--- src/hw/rtl/rau_pkg.sv ---
package rau_pkg;

  // Operation kinds carried in the input tuser field.
  localparam logic [2:0] K_MAKE = 3'd0;
  localparam logic [2:0] K_ADD  = 3'd1;
  localparam logic [2:0] K_SUB  = 3'd2;
  localparam logic [2:0] K_MUL  = 3'd3;
  localparam logic [2:0] K_DIV  = 3'd4;
  localparam logic [2:0] K_EQ   = 3'd5;
  localparam logic [2:0] K_LT   = 3'd6;
  localparam logic [2:0] K_GT   = 3'd7;

  typedef enum logic [4:0] {
    CMD_NONE,
    CMD_LOAD,
    CMD_LOAD_B,
    CMD_GCD_INIT,
    CMD_GCD_STEP,
    CMD_DIV_INIT,
    CMD_DIV_STEP,
    CMD_NORM,
    CMD_SAVE_A,
    CMD_SAVE_B,
    CMD_MUL1,
    CMD_MUL2,
    CMD_MUL3,
    CMD_COMB,
    CMD_OUT_ERR,
    CMD_OUT_CMP,
    CMD_OUT_RES
  } cmd_t;

  typedef enum logic [3:0] {
    S_IDLE,
    S_CHECK,
    S_GCD_INIT,
    S_GCD,
    S_DIV_INIT,
    S_DIV,
    S_NORM,
    S_SAVE,
    S_LOAD_B,
    S_MUL1,
    S_MUL2,
    S_MUL3,
    S_COMB,
    S_OUT
  } state_t;

  typedef enum logic [1:0] {
    PH_A,
    PH_B,
    PH_R
  } phase_t;

  typedef struct packed {
    logic [2:0] kind;
    logic       den_zero;
    logic       b_zero;
    logic       gcd_done;
    logic       div_done;
  } dp_status_t;

endpackage

--- src/hw/rtl/rational_arithmetic_unit.sv ---
// Rational fraction unit. Each input word carries an operation kind in
// s_tuser and two signed fractions a and b in s_tdata. The unit reduces a
// and b (not for make), then returns the reduced a (make), the reduced sum,
// difference, product or quotient, or the outcome of an equal, less or
// greater compare. Exactly one output word is produced per input word,
// in order. A zero denominator, or a division by a zero fraction, gives
// status 1 in m_tuser with all other result fields zero.
// Every reduction runs a binary gcd (one shift or subtract per cycle) and
// then a shift-subtract divider that divides the numerator and the
// denominator by the gcd. A zero denominator is answered straight from
// the check, without any reduction.
// One word is in work at a time: s_tready is high only while the unit is
// idle, so the next word can be taken in the same cycle that m_tvalid rises.
// A finished word sits in the output register, so the next input word is
// taken while m_tvalid waits on a stalled receiver; the unit only holds at
// the end of that next word until the register is free.
// A synchronous reset returns the controller to idle and drops m_tvalid.
module rational_arithmetic_unit import rau_pkg::*; #(
  parameter int WIDTH = 16
) (
  input  logic                clk,
  input  logic                rst,
  input  logic                s_tvalid,
  output logic                s_tready,
  // a_num, a_den, b_num, b_den from bit 0 up, zero filled to whole bytes
  input  logic [((4*WIDTH+7)/8)*8-1:0] s_tdata,
  // kind
  input  logic [2:0]          s_tuser,
  output logic                m_tvalid,
  input  logic                m_tready,
  // res_num (33), res_den (31), truth (1) from bit 0 up, zero filled
  output logic [71:0]         m_tdata,
  // status
  output logic [0:0]          m_tuser
);

  dp_status_t         sts;
  cmd_t               cmd;
  logic signed [32:0] res_num;
  logic [30:0]        res_den;
  logic               truth;
  logic               status;

  rau_control u_ctrl (
    .clk       (clk),
    .rst       (rst),
    .in_valid  (s_tvalid),
    .in_ready  (s_tready),
    .out_valid (m_tvalid),
    .out_ready (m_tready),
    .sts       (sts),
    .cmd       (cmd)
  );

  rau_datapath #(.WIDTH(WIDTH)) u_dp (
    .clk      (clk),
    .cmd      (cmd),
    .in_kind  (s_tuser),
    .in_a_num (signed'(s_tdata[WIDTH-1:0])),
    .in_a_den (signed'(s_tdata[2*WIDTH-1:WIDTH])),
    .in_b_num (signed'(s_tdata[3*WIDTH-1:2*WIDTH])),
    .in_b_den (signed'(s_tdata[4*WIDTH-1:3*WIDTH])),
    .sts      (sts),
    .res_num  (res_num),
    .res_den  (res_den),
    .truth    (truth),
    .status   (status)
  );

  assign m_tdata = {7'b0, truth, res_den, res_num};
  assign m_tuser = status;

endmodule

--- src/hw/rtl/rau_datapath.sv ---
module rau_datapath import rau_pkg::*; #(
  parameter int WIDTH = 16
) (
  input  logic                    clk,
  input  cmd_t                    cmd,
  input  logic [2:0]              in_kind,
  input  logic signed [WIDTH-1:0] in_a_num,
  input  logic signed [WIDTH-1:0] in_a_den,
  input  logic signed [WIDTH-1:0] in_b_num,
  input  logic signed [WIDTH-1:0] in_b_den,
  output dp_status_t              sts,
  output logic signed [32:0]      res_num,
  output logic [30:0]             res_den,
  output logic                    truth,
  output logic                    status
);

  localparam int MW = 2 * WIDTH;     // magnitude width of any working value
  localparam int RW = MW + 1;        // signed working width
  localparam int AW = WIDTH + 1;     // signed width of a reduced operand
  localparam int CW = $clog2(MW + 1);

  logic [2:0]              kind;
  logic signed [WIDTH-1:0] ad_in, bn_in, bd_in;
  logic signed [AW-1:0]    a_n, a_d, b_n, b_d;
  logic signed [RW-1:0]    rn, rd, p1, p2, p3;
  logic [MW-1:0]           u, v, g, qn, qd, remn, remd;
  logic [CW-1:0]           k, cnt;

  logic [MW-1:0]           mag_n, mag_d;
  logic signed [AW-1:0]    mx, my;
  logic signed [2*AW-1:0]  prod;
  logic [MW:0]             tn, td;
  logic signed [63:0]      rn64, rd64;
  logic                    neg;

  assign mag_n = rn[RW-1] ? MW'(-rn) : MW'(rn);
  assign mag_d = rd[RW-1] ? MW'(-rd) : MW'(rd);
  assign tn    = {remn, qn[MW-1]};
  assign td    = {remd, qd[MW-1]};
  assign neg   = rn[RW-1] ^ rd[RW-1];
  assign rn64  = 64'(rn);
  assign rd64  = 64'(rd);

  // One shared multiplier; the operands follow the step and the kind.
  always_comb begin
    mx = a_n;
    my = b_d;
    case (cmd)
      CMD_MUL2: begin
        if (kind == K_MUL) begin
          mx = a_n;
          my = b_n;
        end else begin
          mx = b_n;
          my = a_d;
        end
      end
      CMD_MUL3: begin
        mx = a_d;
        my = (kind == K_DIV) ? b_n : b_d;
      end
      default: begin
        mx = a_n;
        my = b_d;
      end
    endcase
  end

  assign prod = mx * my;

  always_ff @(posedge clk) begin
    case (cmd)
      CMD_LOAD: begin
        kind  <= in_kind;
        ad_in <= in_a_den;
        bn_in <= in_b_num;
        bd_in <= in_b_den;
        rn    <= RW'(in_a_num);
        rd    <= RW'(in_a_den);
      end
      CMD_LOAD_B: begin
        rn <= RW'(bn_in);
        rd <= RW'(bd_in);
      end
      CMD_GCD_INIT: begin
        u <= mag_n;
        v <= mag_d;
        k <= '0;
      end
      CMD_GCD_STEP: begin
        // Binary gcd: strip common twos, then subtract the smaller odd value.
        if (!u[0] && !v[0]) begin
          u <= u >> 1;
          v <= v >> 1;
          k <= k + 1'b1;
        end else if (!u[0]) begin
          u <= u >> 1;
        end else if (!v[0]) begin
          v <= v >> 1;
        end else if (u >= v) begin
          u <= u - v;
        end else begin
          v <= v - u;
        end
      end
      CMD_DIV_INIT: begin
        g    <= v << k;
        qn   <= mag_n;
        qd   <= mag_d;
        remn <= '0;
        remd <= '0;
        cnt  <= CW'(MW);
      end
      CMD_DIV_STEP: begin
        if (tn >= {1'b0, g}) begin
          remn <= MW'(tn - {1'b0, g});
          qn   <= {qn[MW-2:0], 1'b1};
        end else begin
          remn <= tn[MW-1:0];
          qn   <= {qn[MW-2:0], 1'b0};
        end
        if (td >= {1'b0, g}) begin
          remd <= MW'(td - {1'b0, g});
          qd   <= {qd[MW-2:0], 1'b1};
        end else begin
          remd <= td[MW-1:0];
          qd   <= {qd[MW-2:0], 1'b0};
        end
        cnt <= cnt - 1'b1;
      end
      CMD_NORM: begin
        rn <= neg ? -signed'({1'b0, qn}) : signed'({1'b0, qn});
        rd <= signed'({1'b0, qd});
      end
      CMD_SAVE_A: begin
        a_n <= signed'(rn[AW-1:0]);
        a_d <= signed'(rd[AW-1:0]);
      end
      CMD_SAVE_B: begin
        b_n <= signed'(rn[AW-1:0]);
        b_d <= signed'(rd[AW-1:0]);
      end
      CMD_MUL1: p1 <= RW'(prod);
      CMD_MUL2: p2 <= RW'(prod);
      CMD_MUL3: p3 <= RW'(prod);
      CMD_COMB: begin
        case (kind)
          K_ADD:   rn <= p1 + p2;
          K_SUB:   rn <= p1 - p2;
          K_MUL:   rn <= p2;
          default: rn <= p1;
        endcase
        rd <= p3;
      end
      CMD_OUT_ERR: begin
        res_num <= '0;
        res_den <= '0;
        truth   <= 1'b0;
        status  <= 1'b1;
      end
      CMD_OUT_CMP: begin
        res_num <= '0;
        res_den <= '0;
        status  <= 1'b0;
        case (kind)
          K_EQ:    truth <= (p1 == p2);
          K_LT:    truth <= (p1 < p2);
          default: truth <= (p1 > p2);
        endcase
      end
      CMD_OUT_RES: begin
        res_num <= rn64[32:0];
        res_den <= rd64[30:0];
        truth   <= 1'b0;
        status  <= 1'b0;
      end
      default: begin
      end
    endcase
  end

  assign sts.kind     = kind;
  assign sts.den_zero = (ad_in == '0) || ((kind != K_MAKE) && (bd_in == '0));
  assign sts.b_zero   = (b_n == '0);
  assign sts.gcd_done = (u == '0);
  assign sts.div_done = (cnt == '0);

endmodule

--- src/hw/rtl/rau_control.sv ---
module rau_control import rau_pkg::*; (
  input  logic       clk,
  input  logic       rst,
  input  logic       in_valid,
  output logic       in_ready,
  output logic       out_valid,
  input  logic       out_ready,
  input  dp_status_t sts,
  output cmd_t       cmd
);

  state_t state, state_next;
  phase_t phase, phase_next;
  cmd_t   out_cmd, out_cmd_next;
  logic   out_valid_next;

  always_ff @(posedge clk) begin
    if (rst) begin
      state     <= S_IDLE;
      phase     <= PH_A;
      out_cmd   <= CMD_OUT_ERR;
      out_valid <= 1'b0;
    end else begin
      state     <= state_next;
      phase     <= phase_next;
      out_cmd   <= out_cmd_next;
      out_valid <= out_valid_next;
    end
  end

  assign in_ready = (state == S_IDLE);

  always_comb begin
    state_next     = state;
    phase_next     = phase;
    out_cmd_next   = out_cmd;
    out_valid_next = out_valid && !out_ready;
    cmd            = CMD_NONE;
    case (state)
      S_IDLE: begin
        if (in_valid) begin
          cmd        = CMD_LOAD;
          phase_next = PH_A;
          state_next = S_CHECK;
        end
      end
      S_CHECK: begin
        if (sts.den_zero) begin
          out_cmd_next = CMD_OUT_ERR;
          state_next   = S_OUT;
        end else begin
          state_next = S_GCD_INIT;
        end
      end
      S_GCD_INIT: begin
        cmd        = CMD_GCD_INIT;
        state_next = S_GCD;
      end
      S_GCD: begin
        if (sts.gcd_done) begin
          state_next = S_DIV_INIT;
        end else begin
          cmd = CMD_GCD_STEP;
        end
      end
      S_DIV_INIT: begin
        cmd        = CMD_DIV_INIT;
        state_next = S_DIV;
      end
      S_DIV: begin
        if (sts.div_done) begin
          state_next = S_NORM;
        end else begin
          cmd = CMD_DIV_STEP;
        end
      end
      S_NORM: begin
        cmd = CMD_NORM;
        if (phase == PH_R || (phase == PH_A && sts.kind == K_MAKE)) begin
          out_cmd_next = CMD_OUT_RES;
          state_next   = S_OUT;
        end else begin
          state_next = S_SAVE;
        end
      end
      S_SAVE: begin
        if (phase == PH_A) begin
          cmd        = CMD_SAVE_A;
          state_next = S_LOAD_B;
        end else begin
          cmd        = CMD_SAVE_B;
          state_next = S_MUL1;
        end
      end
      S_LOAD_B: begin
        cmd        = CMD_LOAD_B;
        phase_next = PH_B;
        state_next = S_GCD_INIT;
      end
      S_MUL1: begin
        if (sts.kind == K_DIV && sts.b_zero) begin
          out_cmd_next = CMD_OUT_ERR;
          state_next   = S_OUT;
        end else begin
          cmd        = CMD_MUL1;
          state_next = S_MUL2;
        end
      end
      S_MUL2: begin
        cmd = CMD_MUL2;
        if (sts.kind inside {K_EQ, K_LT, K_GT}) begin
          out_cmd_next = CMD_OUT_CMP;
          state_next   = S_OUT;
        end else begin
          state_next = S_MUL3;
        end
      end
      S_MUL3: begin
        cmd        = CMD_MUL3;
        state_next = S_COMB;
      end
      S_COMB: begin
        cmd        = CMD_COMB;
        phase_next = PH_R;
        state_next = S_GCD_INIT;
      end
      S_OUT: begin
        if (!out_valid || out_ready) begin
          cmd            = out_cmd;
          out_valid_next = 1'b1;
          state_next     = S_IDLE;
        end
      end
      default: begin
        state_next = S_IDLE;
      end
    endcase
  end

endmodule
--- config.mk ---
export PLATFORM = sky130hd
export DESIGN_NAME = rational_arithmetic_unit
export DESIGN_NICKNAME = d
export VERILOG_FILES = /design/src/hw/rtl/rau_pkg.sv /design/src/hw/rtl/rational_arithmetic_unit.sv /design/src/hw/rtl/rau_datapath.sv /design/src/hw/rtl/rau_control.sv
export SDC_FILE = /design/constraint.sdc
export NUM_CORES = 2
export LEC_CHECK = 0
export CORE_ASPECT_RATIO = 0.75
export CORE_MARGIN = 2
export CORE_UTILIZATION = 55
export DETAILED_ROUTE_END_ITERATION = 10
export DONT_BUFFER_PORTS = 1
export HOLD_SLACK_MARGIN = 0.15
export PLACE_DENSITY = 0.76
export SYNTH_ARGS = -nofsm -noshare
export SYNTH_HDL_FRONTEND = slang
export SYNTH_SLANG_ARGS = --single-unit
--- constraint.sdc ---
create_clock -name clk -period 16.9 [get_ports clk]
set_clock_uncertainty 0.2 [all_clocks]
set_input_delay 1.69 -clock clk [delete_from_list [all_inputs] [get_ports clk]]
set_output_delay 1.69 -clock clk [all_outputs]
set_load 0.05 [all_outputs]
==> flow_metrics.env <==
export IMPL_synth_compound_area_share_pct=16.52
export IMPL_synth_area_top_cells="sky130_fd_sc_hd__edfxtp_1 (36%), sky130_fd_sc_hd__fa_1 (12%), sky130_fd_sc_hd__ha_1 (7.3%)"
export IMPL_synth_seq_area_share_pct=36.71
export IMPL_synth_cell_area_um2=48490
export IMPL_muxShareOfSynthArea_pct=2.320
export IMPL_min_delay_worst_endpoint="u_ctrl.out_cmd[0]"
export IMPL_power_density_nw_per_um2=144.2
export IMPL_drt_antenna_violating_nets=0
export IMPL_critical_path_most_common_cell="sky130_fd_sc_hd__fa_1"
export IMPL_fin_nets=5522
export IMPL_max_slew_margin_pct=-2.163
export IMPL_clock_path_buffers=3
export IMPL_synth_edff_count=586
export IMPL_highest_signal_layer="met5"
export IMPL_global_route_usage_total_pct=35.54
export IMPL_drt_iter0_drc=6108
export IMPL_drv_slew=6
export IMPL_detailedPlacementHpwl_um=125300
export IMPL_max_stage_delay_ns=0.83
export IMPL_grt_antenna_before_repair=9
export IMPL_r2r_cells=28
export IMPL_area_delta_synth_final_pct=6.856
export IMPL_top_level_ports=146
export IMPL_setup_repair_after_global_routing_missed_its_margin="no"
export IMPL_numPortBuffers=0
export IMPL_drt_met1_wl_um=66940
export IMPL_vias_in_the_first_global_route=37360
export IMPL_largest_area_contributor_in_the_netlist="sky130_fd_sc_hd__edfxtp_1"
export IMPL_r2r_setup_slack_ns=6.91
export IMPL_design_die_area_um2=90570
export IMPL_worstReg2RegStart="u_ctrl.state[3]"
export IMPL_timing_worst_setup_path_type="flop to flop"
export IMPL_tritoncts_buffer_count=61
export IMPL_max_cap_violations=2
export IMPL_critical_path_slowest_cell="sky130_fd_sc_hd__a32o_1"
export IMPL_post_route_period_util_pct=59.11
export IMPL_synth_top_cell_area_share_pct=36.29
export IMPL_fin_total_pwr_mw=7.471
export IMPL_post_synth_inst_count=5007
export IMPL_htree_num_levels=2
export IMPL_post_drt_via_cell_ratio=6.569
export IMPL_die_height_um=261.1
export IMPL_final_layout_size_suffix_gt1_share_pct=5.604
export IMPL_layout_cells_most_common_list="sky130_fd_sc_hd__edfxtp_1 (586), sky130_fd_sc_hd__inv_1 (537), sky130_fd_sc_hd__nor2_1 (529), sky130_fd_sc_hd__nand2_1 (400), sky130_fd_sc_hd__a21oi_1 (393)"
export IMPL_timing_fmax_mhz=100.1
export IMPL_cp_data_arrival_time_ns=10.18
export IMPL_post_synth_simple_gate_area_pct=14.09
export IMPL_synth_cell_types=90
export IMPL_clock_latency_ns=0.70
export IMPL_timing_rr_end="u_dp.p3[32]"
export IMPL_site_rows=94
export IMPL_postSynthRegisterBits=596
export IMPL_clkSlewWorstSetupHoldPaths_ns=0.07
export IMPL_postSynth_asyncResetShare_pct=0
export IMPL_final_hold_viol_count=0
export IMPL_holdCritStartpoint="u_ctrl.out_cmd[0]"
export IMPL_clockRootBuffer="sky130_fd_sc_hd__clkbuf_16"
export IMPL_wl_met3_um=21010
export IMPL_route_detailed_drc=0
export IMPL_cp_start_kind="flop"
export IMPL_gpl_final_weighted_congestion=1.015
export IMPL_coreArea_um2=87500
export IMPL_route_detailed_wl_per_inst_um=26.81
export IMPL_hold_depth=2
export IMPL_dominant_combinational_cell_family_by_area_after_synthesis="adder cells"
export IMPL_synth_adder_area_share_pct=19.47
export IMPL_run_status="finished, violations left"
export IMPL_detailroute_via_count=39960
export IMPL_cts_hold_fix_buffers=0
export IMPL_post_cts_repair_setup_buffers=0
export IMPL_leakagePower_nw=20.85
export IMPL_violations="max-capacitance violations, max-slew violations"
export IMPL_finalWirelength_um=163100
export IMPL_floorplan_die_width_um=346.8
export IMPL_setup_viol=0
export IMPL_wl_met2_um=67520
export IMPL_synth_yosys_warnings=0
export IMPL_critPathCaptureType="flop"
export IMPL_grt_ovfl_total=0
export IMPL_post_route_setup_tns_ns=0
export IMPL_tritoncts="done"
export IMPL_cp_data_required_time_ns=17.09
export IMPL_floorplan_initialDensity_pct=55.41
export IMPL_ir_drop_mv=0.1363
export IMPL_layout_cells_most_common="sky130_fd_sc_hd__edfxtp_1"
export IMPL_pin_count_of_the_biggest_net_entering_global_routing=75
export IMPL_worst_slew_pin_tran_ns=1.518
export IMPL_layout_min_cycle_time_ns=9.990
export IMPL_postCtsResizedCells=0
export IMPL_yosys_most_used_dff="sky130_fd_sc_hd__edfxtp_1"
export IMPL_fillerInstances=7393
export IMPL_synth_xor_xnor_area_share_pct=4.604
export IMPL_first_pass_grt_wire_length_um=242400
export IMPL_hold_class="flop to flop"
export IMPL_firstDrtPassIters=6
export IMPL_clkSinkCount=596
export IMPL_worstPathMaxFanout=37
export IMPL_synthesized_area_per_cell_um2=9.684
==> worst max-delay path by stage <==
stage                              to  cells past startpoint       startpoint
after floorplan           u_dp.cnt[0]                      4  u_ctrl.state[1]
after global placement    u_dp.p1[32]                     28  u_ctrl.state[3]
after detailed placement  u_dp.p1[32]                     28  u_ctrl.state[3]
after CTS                 u_dp.p1[32]                     28  u_ctrl.state[3]
after global routing      u_dp.p3[32]                     28  u_ctrl.state[3]
final                     u_dp.p3[32]                     28  u_ctrl.state[3]
==> registers in the layout, summed over array words and instances (netlist names), 4 cells and up <==
| register | count |
|---|---|
| u_dp.qd | 32 |
| u_dp.bn_in | 16 |
| u_dp.k | 6 |
| u_dp.cnt | 6 |
| u_dp.rn | 33 |
| u_dp.v | 32 |
| u_dp.qn | 32 |
| u_dp.g | 32 |
| u_dp.remd | 32 |
| u_dp.rd | 33 |
| u_dp.p1 | 33 |
| u_dp.a_d | 17 |
| u_dp.b_d | 17 |
| u_dp.p3 | 33 |
| u_dp.bd_in | 16 |
| u_dp.ad_in | 16 |
| u_dp.p2 | 33 |
| u_dp.remn | 32 |
| u_dp.res_den | 31 |
| u_dp.res_num | 33 |
| u_dp.a_n | 17 |
| u_dp.u | 32 |
| u_ctrl.state | 4 |
| u_dp.b_n | 17 |
==> metrics by stage <==
step | std cells | setup WS [ns] | hold slack [ns] | instance area [um^2] | utilization [%]
2_1_floorplan | 5013 | 5.655 | 0.2500 | 48510 | -
3_3_place_gp | 5963 | 7.307 | 0.2712 | 49560 | 56.64
3_5_place_dp | 5963 | 7.040 | 0.2765 | 49560 | 56.64
5_1_grt | 6080 | 6.457 | 0.3056 | 51800 | 59.20
6_report | 6084 | 6.910 | 0.2930 | 51810 | 59.21
4_1_cts | 6077 | 7.012 | 0.2874 | 51790 | 59.19
==> critical path: cells and delay by family (launching register included) <==
kind	cells	cell delay, ns
DFF	1	0.72
and+or+nand+nor	7	1.66
adders and majority gates	7	3.48
buffers and inverters	5	0.82
AOI/OAI and AO/OA	8	2.59
xor gates and xnor gates	1	0.19
==> logic make-up (layout without fill, tap and decap cells) <==
kind of cell / count (synthesis) / after routing
buffers and inverters: 804 / 716
and+or+nand+nor: 1482 / 1482
AOI/OAI and AO/OA: 1209 / 1209
muxes: 84 / 84
DFF: 596 / 596
xor gates and xnor gates: 254 / 254
other: 1 / 14
adders and majority gates: 577 / 577
==> cell type report <==
class / instances / area (um^2) / area share (%)
multi-input cells: 3613 / 27820 / 53.70
flip-flops and latches: 596 / 17800 / 34.35
inverters: 539 / 2023 / 3.905
clock buffers: 68 / 1553 / 2.997
well taps: 1152 / 1441 / 2.782
clock inverters: 46 / 681.9 / 1.316
repair buffers: 63 / 473.0 / 0.9128
diodes: 7 / 17.52 / 0.03381
==> synth_stat cells, types with 10 or more instances <==
cell / instances
sky130_fd_sc_hd__a211o_1: 10
sky130_fd_sc_hd__a211oi_1: 34
sky130_fd_sc_hd__a21o_1: 67
sky130_fd_sc_hd__a21oi_1: 393
sky130_fd_sc_hd__a221o_1: 30
sky130_fd_sc_hd__a221oi_1: 49
sky130_fd_sc_hd__a222oi_1: 37
sky130_fd_sc_hd__a22oi_1: 40
sky130_fd_sc_hd__a31o_2: 10
sky130_fd_sc_hd__a31oi_1: 31
sky130_fd_sc_hd__and2_1: 98
sky130_fd_sc_hd__and3_1: 18
sky130_fd_sc_hd__buf_1: 12
sky130_fd_sc_hd__clkbuf_1: 245
sky130_fd_sc_hd__dfxtp_1: 10
sky130_fd_sc_hd__edfxtp_1: 586
sky130_fd_sc_hd__fa_1: 296
sky130_fd_sc_hd__ha_1: 281
sky130_fd_sc_hd__inv_1: 538
sky130_fd_sc_hd__mux2i_1: 55
sky130_fd_sc_hd__mux4_2: 22
sky130_fd_sc_hd__nand2_1: 401
sky130_fd_sc_hd__nand2b_1: 54
sky130_fd_sc_hd__nand3_1: 89
sky130_fd_sc_hd__nand4_1: 29
sky130_fd_sc_hd__nor2_1: 535
sky130_fd_sc_hd__nor2b_1: 38
sky130_fd_sc_hd__nor3_1: 70
sky130_fd_sc_hd__nor4_1: 42
sky130_fd_sc_hd__o211ai_1: 27
sky130_fd_sc_hd__o21a_1: 33
sky130_fd_sc_hd__o21ai_0: 199
sky130_fd_sc_hd__o21bai_1: 42
sky130_fd_sc_hd__o221ai_1: 51
sky130_fd_sc_hd__o22ai_1: 17
sky130_fd_sc_hd__o31a_1: 14
sky130_fd_sc_hd__o31ai_1: 44
sky130_fd_sc_hd__o41ai_1: 18
sky130_fd_sc_hd__or2_2: 33
sky130_fd_sc_hd__or3_1: 26
sky130_fd_sc_hd__or4_1: 16
sky130_fd_sc_hd__xnor2_1: 145
sky130_fd_sc_hd__xor2_1: 108
==> layer usage <==
| layer | vias up | track usage, % |
|---|---|---|
| met3 | 395 | 8.857 |
| met2 | 2570 | 50.39 |
| li1 | 17440 | - |
| met4 | 4 | 14.26 |
| met1 | 19560 | 52.19 |
| met5 | - | 0 |
==> report_power, final <==
part	internal, mW	switching, mW	leakage (nW)	total, mW
Sequential	2.14	0.458	5.38	2.60
Clock	0.886	0.650	1.06	1.54
Combinational	1.14	2.20	14.4	3.33
(Power assumes the default switching activity.)
